`src/sv/svc_sqrt.sv`:
```
`timescale 1ns / 1ps
`default_nettype none

module svc_sqrt #(
  parameter int IN_W = 34
) (
  input  wire logic                       clk_i,
  input  wire logic                       en_i,
  input  wire logic [IN_W-1:0]            rad_i,
  output logic      [(IN_W+1)/2-1:0]      root_o
);

  localparam int N  = (IN_W + 1) / 2;
  localparam int W2 = 2 * N;
  localparam int RW = N + 2;

  logic [W2-1:0] rad_q  [N];
  logic [RW-1:0] rem_q  [N];
  logic [N-1:0]  root_q [N];

  logic [W2-1:0] rad_s  [N+1];
  logic [RW-1:0] rem_s  [N+1];
  logic [N-1:0]  root_s [N+1];

  logic [W2-1:0] rad_d  [N];
  logic [RW-1:0] rem_d  [N];
  logic [N-1:0]  root_d [N];

  always_comb begin
    rad_s[0]  = W2'(rad_i);
    rem_s[0]  = '0;
    root_s[0] = '0;
    for (int k = 0; k < N; k++) begin
      rad_s[k+1]  = rad_q[k];
      rem_s[k+1]  = rem_q[k];
      root_s[k+1] = root_q[k];
    end
  end

  // one root bit per stage
  always_comb begin
    logic [RW+1:0] rem_t;
    logic [RW+1:0] trial;
    for (int k = 0; k < N; k++) begin
      rem_t = {rem_s[k], rad_s[k][W2-1 -: 2]};
      trial = (RW+2)'({root_s[k], 2'b01});
      rad_d[k] = rad_s[k] << 2;
      if (rem_t >= trial) begin
        rem_d[k]  = RW'(rem_t - trial);
        root_d[k] = {root_s[k][N-2:0], 1'b1};
      end else begin
        rem_d[k]  = RW'(rem_t);
        root_d[k] = {root_s[k][N-2:0], 1'b0};
      end
    end
  end

  always_ff @(posedge clk_i) begin
    if (en_i) begin
      for (int k = 0; k < N; k++) begin
        rad_q[k]  <= rad_d[k];
        rem_q[k]  <= rem_d[k];
        root_q[k] <= root_d[k];
      end
    end
  end

  assign root_o = root_q[N-1];

endmodule

`default_nettype wire

```
`config.mk`:
```
export PLATFORM = sky130hd
export DESIGN_NAME = svc_sqrt
export DESIGN_NICKNAME = d
export VERILOG_FILES = /design/src/sv/svc_sqrt.sv
export SDC_FILE = /design/constraint.sdc
export NUM_CORES = 1
export LEC_CHECK = 0
export ABC_AREA = 1
export BUFFER_PORTS_ARGS = -buffer_cell sky130_fd_sc_hd__buf_2
export CORE_ASPECT_RATIO = 2
export CORE_MARGIN = 2
export CORE_UTILIZATION = 25
export DETAILED_ROUTE_END_ITERATION = 8
export PLACE_DENSITY = 0.36
export SLEW_MARGIN = 20
export SYNTH_ARGS = -nofsm -noshare
export SYNTH_HDL_FRONTEND = slang
export SYNTH_SLANG_ARGS = --single-unit
```
`constraint.sdc`:
```
create_clock -name clk_i -period 2.2 [get_ports clk_i]
set_clock_uncertainty 0.05 [all_clocks]
set_input_delay 0.22 -clock clk_i [delete_from_list [all_inputs] [get_ports clk_i]]
set_output_delay 0.22 -clock clk_i [all_outputs]
set_load 0.1 [all_outputs]
```
# Word level (Yosys, flattened, before mapping)
# Memories as Yosys holds them, arrays and structs flattened.
# Cells that the tools add are included.
# Widths: inputs -> output; s select.
# totals
ff_bits,0
ramBits,1156
in_bits,36
out_inout_bits,17
elab_cells,73
n_memories,3
# mem_list
name,depth,word_bits,read_ports,rd_clocked_by_memory_dff,wr,line,source
rad_q,17,32,16,0,17,17,logic [W2-1:0] rad_q [N];
rem_q,17,19,16,0,17,18,logic [RW-1:0] rem_q [N];
root_q,17,17,17,0,17,19,logic [N-1:0] root_q [N];
# op_classes
n_addsub,17
n_lt_le_gt_ge,17
muxes,36
# op_table
operator,n
$ge 21x19->1,16
$mux 19,17
$sub 19x19->19,16
$mux 1,19
$sub 2x1->3 const B,1
$ge 2x1->1 const B,1

# Longest topological paths before layout
# Gate-level depths: netlist of the first run.
# An unclocked memory read counts as a cell.
# depth
word_depth,3
ltp_mapped,14
mapped_depth_nobuf,14

# Worst setup path after synthesis of the first run
# Ideal clock, no wire load.
# synth_timing
path_type,register to register
startpoint,mem rem_q[0][0] in the netlist's numbering
endpoint,"mem rem_q[0][22] in the netlist's numbering, data pin"
setup_time_ns,0.258
arrival_time_ns,1.704
required_ns,1.892
path_slack_ns,0.188
stages_incl_launch_ff,12
synth_period_minus_slack_ns,2.012
cell_sequence,edfxtp_1 -> ha_1 -> o21ai_0 -> nand2_1 -> inv_1 -> nand2_1 -> inv_1 -> ha_1 -> and2_1 -> clkbuf_1 -> o21ai_0 -> nand2_1
# synth_lines
element,line
start: declaration,18

==> run summary, run 1 <==
- max-cap violation count: 0
- worst hold path type: primary input to flip-flop
- simple-gate share of the synthesized area: 23.2%
- final-layout fill cell count: 15,300
- area share of the leading cell type in the synthesized netlist: 56.3%
- global-route wire length before repair: 187 mm
- number of antenna violations at the first check in global routing: 4
- net count after synthesis: 4,273
- number of cells in the design after placement: 6,657
- mean post-synth cell area: 9.28 sq um
- instance count of the mapped netlist: 4,066
- Final nets: 5,259
- Achievable Freq: 441 MHz
- leading post-synthesis cells by cell area: sky130_fd_sc_hd__edfxtp_1 56%, sky130_fd_sc_hd__nand2_1 13%, sky130_fd_sc_hd__inv_1 6.5%
- minimum setup slack after placement: -0.523 ns
- fraction of final layout cells sized beyond drive strength 1: 35.6%
- Final Slew Violations: 0
- arrival time reported for the critical path endpoint: 2.62 ns
- nature of the critical path startpoint: flip-flop
- largest fanout of any net on the critical path: 5
- final cell count without fillers: 7,039
- CTS tree: yes
- number of warning messages in the yosys log: 0
- largest voltage drop on the vdd net: 0.553 mV
- Initial DRC Count: 1,117
- final worst-path cycle share: 103%
- fraction of synthesized area in multiplexers: 0%
- leftover overflow at the end of global routing: 0
- wire per inst: 18.5 microns
- clock root buffer master: sky130_fd_sc_hd__clkbuf_16
- slew at the pin closest to its max-slew limit: 0.564 ns
- worst setup margin: -0.0699 ns
- Leakage: 23.6 nW
- family with the most delay on the worst path: simple AND/OR/NAND/NOR gates
- dominant cell type by count on the critical path: sky130_fd_sc_hd__nand2_2
- master of the slowest instance on the critical path: sky130_fd_sc_hd__edfxtp_1
- library cell with the largest summed area after synthesis: sky130_fd_sc_hd__edfxtp_1
- nature of the critical path endpoint: flip-flop
- number of iterations in the first detailed-routing pass: 6
- final RePlAce weighted congestion: 0.890
- area of the core region: 0.150 sq mm
- IO Count: 53
- kind of critical path: flip-flop to flip-flop
- overall die area: 0.154 sq mm
- number of sinks driven by the clock tree: 707
- hpwl dp: 101 mm
- sequential cell area fraction in the yosys report: 56.3%
- crit-path cells: ha_4, nand2_2, nand2_4, nand2_2, nand2_2, nand2_2, nand2_2, inv_2, nand2_2, nor2_4, clkbuf_16, o21ai_2
- Port Buffer Count: 52
- Max clock buf depth: 3
- Post-Synth XOR/XNOR Area: 2.86%
- pin count of the biggest net entering global routing: 85
- Final Setup Violations: 30
- power density normalized to cell area: 795 mW/mm^2
- H-tree lvl count: 3
- adder and majority gate portion of the synthesized area: 5.67%
- peak per-stage delay on the critical path: 0.43 ns
- number of library cell types mapped by synthesis: 48
- hold violation count in the final report: 0
- post-synthesis sequential element count: 707
- clock-pin slew on the worst setup and hold paths: 0.07 ns
- met3 track demand over resource in global routing: 1.62%
- Avg Vias per Cell: 4.31
- CP required: 2.55 ns
- most used routing layer: met2
- result of the run: finished with violations
- number of nets with antenna violations after detailed routing: 0
- number of rows in the core area: 201
- headroom to the max-slew limit: 62.4%
- violations in the final reports: setup timing
- crit path time final: 2.27 ns
- Die Span X: 279 microns
- initial standard-cell utilization of the core: 25.2%
- height of the chip: 553 microns
- DR vias: 30,300
- insertion delay of the later-clocked pin in the worst-skew pair: 0.67 ns
- Synth Area in Compound Gates: 4.57%
- RSZ-0062 raised after global routing: yes
- largest family of logic cells by synthesized area: simple AND/OR/NAND/NOR gates
- global routing met1 resource utilization: 11.9%
- signed area change from the synthesized netlist to the final layout: 43.0%
- routing usage on met2: 36.7%
- vias in the first global route: 31,800
- sum of routed wire length over all layers: 130 mm
- netlist area before placement: 0.0377 sq mm
- number of buffers created by CTS: 75
- total DRC errors in the routed layout: 0
- All-Layer GR Usage: 16.4%
- Buf/Inv on CP: 2
-- metal layers --
| metal | wire [microns] | vias up | part of all wire (%) |
|---|---|---|---|
| li1 | - | 15200 | - |
| met1 | 35400 | 14300 | 27 |
| met2 | 81300 | 490 | 62 |
| met3 | 2370 | 372 | 1.8 |
| met4 | 11100 | 0 | 8.5 |
| met5 | 0 | - | 0 |
-- path summary, 6_finish.rpt --
| path | start | endpoint | slack [ns] | cells past startpoint |
|---|---|---|---|---|
| worst max-delay path | rem_q[0][156] | rem_q[0][177] | -0.07 | 12 |
| worst min-delay path | rad_i[6] | rad_q[0][6] | 0.21 | 2 |
| worst max register to register | rem_q[0][156] | rem_q[0][177] | -0.07 | 12 |
| worst min register to register | rad_q[0][118] | rad_q[0][152] | 0.36 | 0 |
-- layout by cell type (no fill, tap or decap), types with 22 or more instances in the layout --
cell                            synthesis  layout
sky130_fd_sc_hd__nand2_1             1269     994
sky130_fd_sc_hd__nand2_4                3      93
sky130_fd_sc_hd__inv_2                 13     111
sky130_fd_sc_hd__nand3_1              240     211
sky130_fd_sc_hd__ha_4                   0     112
sky130_fd_sc_hd__nand2_2               39     220
sky130_fd_sc_hd__nand3b_1              32      32
sky130_fd_sc_hd__dlygate4sd3_1          0      36
sky130_fd_sc_hd__a21oi_1              123      83
sky130_fd_sc_hd__xnor2_1               45      42
sky130_fd_sc_hd__o21ai_1               40      34
sky130_fd_sc_hd__edfxtp_1             707     707
sky130_fd_sc_hd__o21ai_0               75      57
sky130_fd_sc_hd__buf_6                 18      49
sky130_fd_sc_hd__nor2_2                13      45
sky130_fd_sc_hd__xor2_1                78      73
sky130_fd_sc_hd__nor2_1               348     298
sky130_fd_sc_hd__nor3_1                35      25
sky130_fd_sc_hd__ha_1                 171      55
sky130_fd_sc_hd__o21ai_2               14      22
sky130_fd_sc_hd__a21oi_4                4      24
sky130_fd_sc_hd__buf_2                  4      54
sky130_fd_sc_hd__inv_1                652     546
sky130_fd_sc_hd__nand4_1               39      39
sky130_fd_sc_hd__clkbuf_16              0      82
sky130_fd_sc_hd__nor2_4                12      31
sky130_fd_sc_hd__buf_4                  8     751
sky130_fd_sc_hd__nand3_2                7      29
sky130_fd_sc_hd__a21oi_2               26      46
sky130_fd_sc_hd__buf_12                 0      33
-- repair_timing --
| action | 4_1_cts | 5_1_grt |
|---|---|---|
| endpoints found under the hold margin | 51 | 0 |
| pin swaps | 78 | 210 |
| gates resized for setup | 357 | 599 |
| hold buffers | 36 | 0 |
| endpoints found under the setup margin | 240 | 244 |
| cloned | 10 | 12 |
| setup buffers | 114 | 90 |
-- synthesized netlist by cell type, drive strengths merged --
master,n
o21ai,129
clkbuf,1
conb,1
and3,2
xor2,78
nor2,373
or2,11
buf,31
nand4,39
o21bai,3
nor2b,1
a21oi,153
nand3,248
ha,171
or3,2
edfxtp,707
a21boi,1
xnor2,45
a21o,2
nor4,2
nor3,41
o21a,4
nand3b,33
o211ai,5
nand2,1311
nor3b,2
a31oi,1
inv,665
and2,4
-- through the flow --
step	area (sq um)	TNS, ns	utilization [%]	hold WS (ns)	power [mW]
4_1_cts	51100	-1.33	34.1	0.145	42.3
5_1_grt	53900	-4.89	36.0	0.184	45.1
2_1_floorplan	37700	0	-	0.269	22.3
3_5_place_dp	45300	-33.88	30.2	0.349	27.3
6_report	53900	-0.919	36.0	0.206	42.9
3_3_place_gp	45300	-32.79	30.2	0.346	27.3
-- power by group --
group	total (mW)	internal [mW]	switching, mW
Clock	13.3	7.51	5.79
Sequential	17.6	16.5	1.06
Combinational	12.0	5.39	6.62
Total	42.9	29.4	13.5
-- registers in the layout, summed over array words and instances, names as in the netlist --
signal / flops
rad_q: 272
rem_q: 282
root_q: 153
-- kinds of logic after synthesis --
family	count (synthesis)
XOR/XNOR	123
AO/OA/AOI/OAI	298
other	1
AND/OR/NAND/NOR	2069
buffers and inverters	697
adder cells (fa/ha/maj)	171
flip-flops	707
-- layout make-up --
cell class / instances / area (sq um) / share of cell area [%]
well taps: 1928 / 2410 / 4.47
flip-flops and latches: 707 / 21200 / 39.4
diodes: 1 / 2.50 / 0.00464
repair buffers: 938 / 7830 / 14.5
inverters: 665 / 2520 / 4.67
clock inverters: 50 / 591 / 1.09
multi-input cells: 2665 / 17500 / 32.4
clock buffers: 85 / 1910 / 3.55
No activity file was read; power rests on OpenSTA's default activity.
==> run 2, diff against run 1 <==
Settings changed: REMOVE_ABC_BUFFERS set to 1, SLEW_MARGIN 20 to unset.
==> run 2 against run 1 <==
Compared with the run above:
- sequential share of layout area up 0.77 points
- global-route usage rose by 0.43 points
- critical path depth shrank 1
- via count shrank 0.73%
- combinational power fell by 3%
- core utilization is 0.69 points lower
- non-clock buffer count shrank 55
- sequential power hardly changed
- largest cell class unchanged
- die area did not move
- total power shrank 0.27%
- worst setup slack better by 0.076 ns
- the flow now finishes without violations
- critical path type unchanged
==> run summary, run 2 (synthesis gave the netlist of run 1 again) <==
- number of cells traversed by the worst hold path: 2, unchanged
- max-cap violation count: 0, unchanged
- post-route design area: 0.0529 sq mm, was 0.0539 sq mm
- number of iterations in the first detailed-routing pass: 5, was 6
- All-Layer GR Usage: 16.9%, was 16.4%
- Port Buffer Count: 52, unchanged
- leftover overflow at the end of global routing: 0, unchanged
- Final Total Pwr: 42.8 mW, was 42.9 mW
- nature of the critical path startpoint: flip-flop, unchanged
- hold violation count in the final report: 0, unchanged
- post-layout util: 35.3%, was 36.0%
- kind of critical path: flip-flop to flip-flop, unchanged
- height of the chip: 553 microns, unchanged
- final RePlAce weighted congestion: 0.904, was 0.890
- fraction of final layout cells sized beyond drive strength 1: 32.9%, was 35.6%
- number of nets with antenna violations after detailed routing: 0, unchanged
- number of sinks driven by the clock tree: 707, unchanged
- worst setup margin: 0.00625 ns, was -0.0699 ns
- hpwl dp: 105 mm, was 101 mm
- Die Span X: 279 microns, unchanged
- pin count of the biggest net entering global routing: 77, was 85
- final worst-path cycle share: 99.7%, was 103%
- RSZ-0062 raised after global routing: yes, unchanged
- nature of the critical path endpoint: flip-flop, unchanged
- headroom to the max-slew limit: 67.0%, was 62.4%
- minimum setup slack after placement: -0.368 ns, was -0.523 ns
- Total Negative Setup Slacks: 0 ns, was -0.919 ns
- number of cells in the design after placement: 6,641, was 6,657
- signed area change from the synthesized netlist to the final layout: 40.3%, was 43.0%
- commonest non-fill, non-tap cells in the layout: 1,081 x sky130_fd_sc_hd__nand2_1, 716 x sky130_fd_sc_hd__buf_4, 707 x sky130_fd_sc_hd__edfxtp_1, was 994 x sky130_fd_sc_hd__nand2_1, 751 x sky130_fd_sc_hd__buf_4, 707 x sky130_fd_sc_hd__edfxtp_1
- result of the run: completed, was finished with violations
- Largest Register: rem_q, unchanged
- global-route wire length before repair: 190 mm, was 187 mm
- switching power: 13.4 mW, was 13.5 mW
- IO Count: 53, unchanged
- Initial DRC Count: 1,229, was 1,117
- Max clock buf depth: 3, unchanged
- Final nets: 5,207, was 5,259
- Switching Share: 31.4%, about the same
- max FFs per register: 282, unchanged
- number of buffers created by CTS: 77, was 75
- power share of the clock group: 31.9%, was 31.0%
- worst hold path type: primary input to flip-flop, unchanged
- top flop regs: rem_q x282, rad_q x272, root_q x153, unchanged
- wire per inst: 18.9 microns, was 18.5 microns
- largest fanout of any net on the critical path: 8, was 5
- CP required: 2.55 ns, about the same
- hold slack: 0.199 ns, was 0.206 ns
- clock-pin slew on the worst setup and hold paths: 0.07 ns, about the same
- part of the total power dissipated in sequential elements: 41.1%, was 41.0%
- vias in the first global route: 31,800, about the same
- overall die area: 0.154 sq mm, unchanged
- H-tree lvl count: 3, unchanged
- number of antenna violations at the first check in global routing: 4, unchanged
- final cell count without fillers: 6,988, was 7,039
- Final Setup Violations: 0, was 30
- most frequent standard cell in the layout excluding fill and tap cells: sky130_fd_sc_hd__nand2_1, unchanged
- CTS tree: yes, unchanged
- area of the core region: 0.150 sq mm, unchanged
- insertion delay of the later-clocked pin in the worst-skew pair: 0.69 ns, was 0.67 ns
- Avg Vias per Cell: 4.31, about the same
- crit path time final: 2.19 ns, was 2.27 ns
- Leakage: 23.2 nW, was 23.6 nW
- number of rows in the core area: 201, unchanged
- largest voltage drop on the vdd net: 0.770 mV, was 0.553 mV
- power density normalized to cell area: 809 mW/mm^2, was 795 mW/mm^2
- total DRC errors in the routed layout: 0, unchanged
- initial standard-cell utilization of the core: 25.2%, unchanged
- DR vias: 30,100, was 30,300
- FF-to-FF path depth: 11, was 12
- arrival time reported for the critical path endpoint: 2.55 ns, was 2.62 ns
- part of the power in combinational logic: 27.0%, was 28.0%
- clock root buffer master: sky130_fd_sc_hd__clkbuf_16, unchanged
- sum of routed wire length over all layers: 132 mm, was 130 mm
- slew at the pin closest to its max-slew limit: 0.491 ns, was 0.564 ns
- Achievable Freq: 456 MHz, was 441 MHz
- Pint: 29.3 mW, was 29.4 mW
- Final Slew Violations: 0, unchanged
- placed cell areas: 0.0453 sq mm, about the same
## run 2: power groups by stage
stage          sequential, mW  clock, mW  combinational (mW)
2_1_floorplan            17.4          0                4.92
3_3_place_gp             17.8          0                9.67
3_5_place_dp             17.8          0                9.66
4_1_cts                  17.5       14.2                10.6
5_1_grt                  17.7       14.6                12.7
6_report                 17.6       13.6                11.6
## run 2: area by class of cell
| type | instances | area [sq um] |
|---|---|---|
| multi-input cells | 2665 | 16800 |
| diodes | 3 | 7.51 |
| repair buffers | 883 | 7300 |
| flip-flops and latches | 707 | 21200 |
| well taps | 1928 | 2410 |
| clock buffers | 87 | 1990 |
| inverters | 665 | 2530 |
| fillers | 15500 | 97000 |
| repair inverters | 1 | 8.76 |
| clock inverters | 49 | 589 |
## run 2: final timing paths
| kind | start | endpoint | slack, ns |
|---|---|---|---|
| setup / recovery | rem_q[0][118] | root_q[0][119] | 0.006 |
| hold / removal | rad_i[22] | rad_q[0][22] | 0.20 |
| setup reg to reg | rem_q[0][118] | root_q[0][119] | 0.006 |
| hold reg to reg | rad_q[0][310] | rad_q[0][344] | 0.35 |
## run 2: per-layer routing
layer | up-vias | global-route usage (%) | wire, microns
met4 | 0 | 13.9 | 12700
met3 | 380 | 1.63 | 2430
met2 | 507 | 37.6 | 82500
met1 | 14100 | 11.5 | 34800
li1 | 15100 | - | -
met5 | - | 0 | 0
## run 2: repair_timing
action,CTS,global route
setup endpoints to repair,229,255
hold endpoints to repair,49,0
hold buffers,36,0
setup buffers,82,92
pin swaps,82,151
gates cloned,7,2
gates resized for setup,368,408
## run 2: worst max-delay path, cell delays in order, from the launching register on
cell and delay (ns):
sky130_fd_sc_hd__edfxtp_1 0.48, sky130_fd_sc_hd__ha_4 0.31, sky130_fd_sc_hd__nand2_4 0.08, sky130_fd_sc_hd__inv_2 0.04, sky130_fd_sc_hd__nand2_2 0.08, sky130_fd_sc_hd__nor2_1 0.04
sky130_fd_sc_hd__nand3_1 0.12, sky130_fd_sc_hd__nand2_2 0.09, sky130_fd_sc_hd__nor2_4 0.15, sky130_fd_sc_hd__buf_12 0.15, sky130_fd_sc_hd__clkinvlp_4 0.14, sky130_fd_sc_hd__buf_12 0.17
